**src/wxyph_pkg.sv**
```systemverilog
// shared types and constants for the windowed xy profile histogram
package wxyph_pkg;

    localparam int POS_W   = 16;
    localparam int SCALE_W = 4;
    localparam int HALF_W  = 7;
    localparam int BIN_W   = 7;
    localparam int CFG_W   = 7;
    localparam int CFG_IDX_W = 2;
    localparam int OUT_W   = 32;
    localparam int PROD_W  = POS_W + SCALE_W + 1;
    localparam int MAG_W   = POS_W + SCALE_W;
    localparam int RND_W   = MAG_W - 8;
    localparam int HIT_IDX_W = HALF_W + 1;
    localparam logic [MAG_W-1:0] ROUND_HALF = MAG_W'(128);

    localparam logic [CFG_IDX_W-1:0] CFG_SCALE  = 2'd0;
    localparam logic [CFG_IDX_W-1:0] CFG_HALF_X = 2'd1;
    localparam logic [CFG_IDX_W-1:0] CFG_HALF_Y = 2'd2;

    localparam logic [SCALE_W-1:0] SCALE_RESET = 4'd5;
    localparam logic [HALF_W-1:0]  HALF_RESET  = 7'd50;

    localparam logic KIND_HIT  = 1'b0;
    localparam logic KIND_READ = 1'b1;

    typedef struct packed {
        logic capture;
        logic mul;
        logic bin;
        logic rd;
        logic commit;
        logic clear;
    } cmd_t;

    typedef struct packed {
        logic clear_last;
    } stat_t;

endpackage

```
**src/wxyph_ctrl.sv**
```systemverilog
// controller: clearing pass, per transaction sequencing and output handshake
module wxyph_ctrl (
    input  logic             clk,
    input  logic             rst_n,
    input  logic             in_valid,
    output logic             in_ready,
    output logic             out_valid,
    input  logic             out_ready,
    output wxyph_pkg::cmd_t  cmd,
    input  wxyph_pkg::stat_t stat
);

    localparam logic [2:0] S_CLEAR = 3'd0;
    localparam logic [2:0] S_IDLE  = 3'd1;
    localparam logic [2:0] S_MUL   = 3'd2;
    localparam logic [2:0] S_BIN   = 3'd3;
    localparam logic [2:0] S_READ  = 3'd4;
    localparam logic [2:0] S_DONE  = 3'd5;

    logic [2:0] state_reg;
    logic [2:0] state_next;
    logic       out_valid_reg;
    logic       out_valid_next;
    logic       out_free;

    assign out_free = !out_valid_reg || out_ready;

    always_comb
    begin
        state_next  = state_reg;
        cmd         = '0;
        in_ready    = 1'b0;
        unique case (state_reg)
            S_CLEAR:
            begin
                cmd.clear = 1'b1;
                if (stat.clear_last)
                begin
                    state_next = S_IDLE;
                end
            end
            S_IDLE:
            begin
                in_ready    = 1'b1;
                cmd.capture = 1'b1;
                if (in_valid)
                begin
                    state_next = S_MUL;
                end
            end
            S_MUL:
            begin
                cmd.mul    = 1'b1;
                state_next = S_BIN;
            end
            S_BIN:
            begin
                cmd.bin    = 1'b1;
                state_next = S_READ;
            end
            S_READ:
            begin
                cmd.rd     = 1'b1;
                state_next = S_DONE;
            end
            S_DONE:
            begin
                if (out_free)
                begin
                    cmd.commit = 1'b1;
                    state_next = S_IDLE;
                end
            end
            default:
            begin
                state_next = S_CLEAR;
            end
        endcase
    end

    always_comb
    begin
        if (cmd.commit)
        begin
            out_valid_next = 1'b1;
        end
        else if (out_ready)
        begin
            out_valid_next = 1'b0;
        end
        else
        begin
            out_valid_next = out_valid_reg;
        end
    end

    always_ff @(posedge clk or negedge rst_n)
    begin
        if (!rst_n)
        begin
            state_reg     <= S_CLEAR;
            out_valid_reg <= 1'b0;
        end
        else
        begin
            state_reg     <= state_next;
            out_valid_reg <= out_valid_next;
        end
    end

    assign out_valid = out_valid_reg;

`ifndef NO_ASSERTIONS
    a_commit_free: assert property (@(posedge clk) disable iff (!rst_n)
        cmd.commit |-> (!out_valid_reg || out_ready))
        else $error("result committed over a pending transaction");

    a_commit_shows: assert property (@(posedge clk) disable iff (!rst_n)
        cmd.commit |=> out_valid)
        else $error("committed result not presented");

    a_accept_starts: assert property (@(posedge clk) disable iff (!rst_n)
        (in_valid && in_ready) |=> (state_reg == S_MUL))
        else $error("accepted transaction not started");

    a_no_accept_busy: assert property (@(posedge clk) disable iff (!rst_n)
        (state_reg == S_MUL || state_reg == S_BIN || state_reg == S_READ) |-> !in_ready)
        else $error("input taken while a transaction is in flight");
`endif

endmodule

```
**config.mk**
```make
export PLATFORM = sky130hd
export DESIGN_NAME = wxyph_ctrl
export DESIGN_NICKNAME = d
export VERILOG_FILES = /design/src/wxyph_pkg.sv /design/src/wxyph_ctrl.sv
export SDC_FILE = /design/constraint.sdc
export NUM_CORES = 1
export LEC_CHECK = 0
export BUFFER_PORTS_ARGS = -buffer_cell sky130_fd_sc_hd__buf_2
export CAP_MARGIN = 20
export CORE_AREA = 2 2 39 41
export CTS_BUF_LIST = sky130_fd_sc_hd__clkbuf_8
export CTS_CLUSTER_SIZE = 28
export DETAILED_ROUTE_END_ITERATION = 10
export DIE_AREA = 0 0 41 43
export GPL_TIMING_DRIVEN = 1
export PLACE_DENSITY = 0.38
export SETUP_SLACK_MARGIN = 0.2
export SLEW_MARGIN = 0
export SYNTH_ARGS = -nofsm -noshare
export SYNTH_HDL_FRONTEND = slang
export SYNTH_SLANG_ARGS = --single-unit
```
**constraint.sdc**
```tcl
create_clock -name clk -period 1.2 [get_ports clk]
set_input_delay 0.24 -clock clk [delete_from_list [all_inputs] [get_ports clk]]
set_output_delay 0.24 -clock clk [all_outputs]
set_load 0.01 [all_outputs]
```
==> results_dict.tcl <==
set metrics [dict create \
    cts_buffer_depth 2 \
    fmax_ghz 0.741 \
    firstDrtPassIters 3 \
    path_buf_inv 1 \
    cp_max_fo 7 \
    rsz0062_at_grt "true" \
    synth-main-ff-cell "dfrtp_1" \
    cp_slowest_cell "dfrtp_2" \
    synth_area_leaders "dfrtp_1 42%, nand2b_1 7.8%, buf_4 6.3%" \
    coreArea_mm2 0.00138 \
    status "finished, violations left" \
    min_period_ns 1.35 \
    violations "negative setup slack" \
    rrSetupSlack_ns 0.16 \
    insertion_delay_ns 0.21 \
    internal_power_w 0.000822 \
    syn_avg_cell_area_um2 9.24 \
    drtIter0Drc 4 \
    synth-edff-count 0 \
    hold_class "in -> reg" \
    cts_tree "yes" \
    crit_family "flip-flops" \
    setup_slack_ns -0.149 \
    yosys_warnings 0 \
    cts.sinks 4 \
    synthMostInstantiatedCell "dfrtp_1" \
    power.leakage_nw 0.210 \
    dieArea_mm2 0.00176 \
    cpPeakStageDelay_ns 0.45 \
    rows 14 \
    die_w_um 41 \
    irDropWorstVdd_mv 1.01 \
    max_slew.worst_pin.slew_ns 0.224 \
    synth_nets 31 \
    fin_tns_setup_ns -0.765 \
    layout-drive-gt1-share_pct 67.4 \
    fin_skew_ns 0.00235 \
    dp_hpwl_um 408 \
    htree_levels 1 \
    power.share.clock_pct 20.7 \
    wl_per_cell_um 13.0 \
    ys_ff_latch 4 \
    maxSlewHeadroom_pct 85.0 \
    start_kind "flop" \
    post_dp_cell_area_um2 305 \
    drv_cap 0 \
    vias 251 \
    worstPathArrival_ns 1.11 \
    nNetsFinal 50 \
    insertedDiodeCount 0 \
    netlist_area_um2 240 \
    crit_chain "nor3_2 > buf_2" \
    fp.dieH_um 43 \
    largest_reg_flops 3 \
    fin_crit_sh_pct 112 \
    finalInstanceArea_um2 424 \
    drv_slew 0 \
    netlist.area_leader.share_pct 41.7 \
    comb_power_share_pct 54.5 \
    place.port_buffers 12 \
    grt_pass1_vias 267 \
    place_congestion 0.709 \
    track_usage_pct 10.5 \
    synth_common_cells "4 x dfrtp_1, 3 x nand2b_1" \
    syn_to_final_growth_pct 76.6 \
    sequentialPowerShare_pct 24.8 \
    numCtsBuffers 3 \
    fillers 159 \
    cp.required_ns 0.96 \
    ios 13 \
    drc_errors 0 \
    antenna_found_initial 0 \
    vias_per_cell 4.25 \
    post-synth-top-area-cell "dfrtp_1" \
    crit_path_end_kind "output port" \
    finalSetupViolCount 7 \
    p_sw_share_pct 38.6 \
    grt_overflow_total 0 \
    pre_cts_slack_ns 0.0304 \
    wl_um 765 \
    grt_pass1_wl_um 1150 \
    initial_utilization_pct 17.4 \
    synth_cells 26 \
    async_reset_ff_share_pct 100 \
    power.density_mw_per_mm2 3150 \
    yosysSeqAreaShare_pct 41.7 \
    ant_nets 0 \
    final_hold_viol_count 0 \
    cts.clk_slew.worst_paths_ns 0.03 \
    crit_type "reg -> out" \
    cts_root_buf "clkbuf_8" \
    grt_max_degree 8 \
    synth.distinct_cells 16 \
    p_switching_w 0.000516 \
]
[worst min-delay path, stage by stage]
cell and delay [ns]:
buf_2 0.09, inv_1 0.08, a2bb2oi_2 0.06
[what timing repair did]
action | CTS | global route
endpoints found under the hold margin | 4 | 0
buffers inserted | 4 | 0
hold buffers | 1 | 0
resized for setup | 12 | 2
endpoints found under the setup margin | 9 | 10
pin swaps | 4 | 1
[power groups by stage]
stage	Sequential, W	Clock, W	Combinational (W)
after floorplan	0.000283	0	0.000405
after global routing	0.000348	0.000298	0.000782
after CTS	0.000327	0.000279	0.000680
after global placement	0.000334	0	0.000451
after detailed placement	0.000332	0	0.000458
final	0.000332	0.000278	0.000729
[layout make-up]
type	instances	area, um^2	area share, %
Timing Repair Buffer	17	111	26.3
Multi-Input combinational cell	18	144	33.9
Tap cell	16	20.0	4.72
Sequential cell	4	104	24.5
Clock buffer	3	41.3	9.73
Inverter	1	3.75	0.885
[through the flow]
stage	util [%]	hold WS (ns)	cells	total power (W)
finish	30.7	0.303	59	0.00134
global route	30.7	0.314	59	0.00143
CTS	30.1	0.270	59	0.00129
detailed placement	22.1	0.0478	51	0.000790
global placement	22.1	0.0485	51	0.000785
floorplan	-	-0.0556	26	0.000687
[cell families after synthesis]
family          share of synthesized area [%]
flops                                    41.7
buf+inv                                  12.5
simple gates                             35.9
compound gates                           9.89
[worst paths after layout]
check                                              start                  endpoint  cells after the start
worst max-delay path            state_reg[2]$_DFFE_PN0P_                    cmd[0]                      2
worst min-delay path                                stat  state_reg[0]$_DFFE_PN0P_                      3
worst max register to register  state_reg[1]$_DFFE_PN0P_  state_reg[0]$_DFFE_PN0P_                      3
worst min register to register     out_valid$_DFFE_PN0P_     out_valid$_DFFE_PN0P_                      2
max in group asynchronous                          rst_n  state_reg[0]$_DFFE_PN0P_                      2
min in group asynchronous                          rst_n     out_valid$_DFFE_PN0P_                      2
[per-layer routing]
metal,vias up,part of all wire (%),global-route usage [%]
li1,121,-,-
met1,122,40,10.4
met2,8,55,16.9
met3,0,5.0,1.57
met4,0,0,10.0
met5,-,0,0
[placed cells by master, fill, tap and decap left out]
master	synthesis	final
buf_4	2	1
nand2_1	1	1
a2bb2oi_2	0	1
a21oi_2	0	1
nand2b_1	3	3
nor3_2	0	1
or2_1	1	1
buf_6	1	3
dfrtp_1	4	1
o21ai_1	0	1
inv_1	1	1
dfrtp_2	0	3
nor2_1	2	1
nor3b_2	0	2
and3b_2	0	1
nor2b_1	1	1
dlygate4sd3_1	0	1
buf_2	0	12
nand3b_1	2	2
nor2_4	0	1
clkbuf_8	0	3
a21oi_1	2	1
Note: power is estimated with default switching activity, not from simulation.
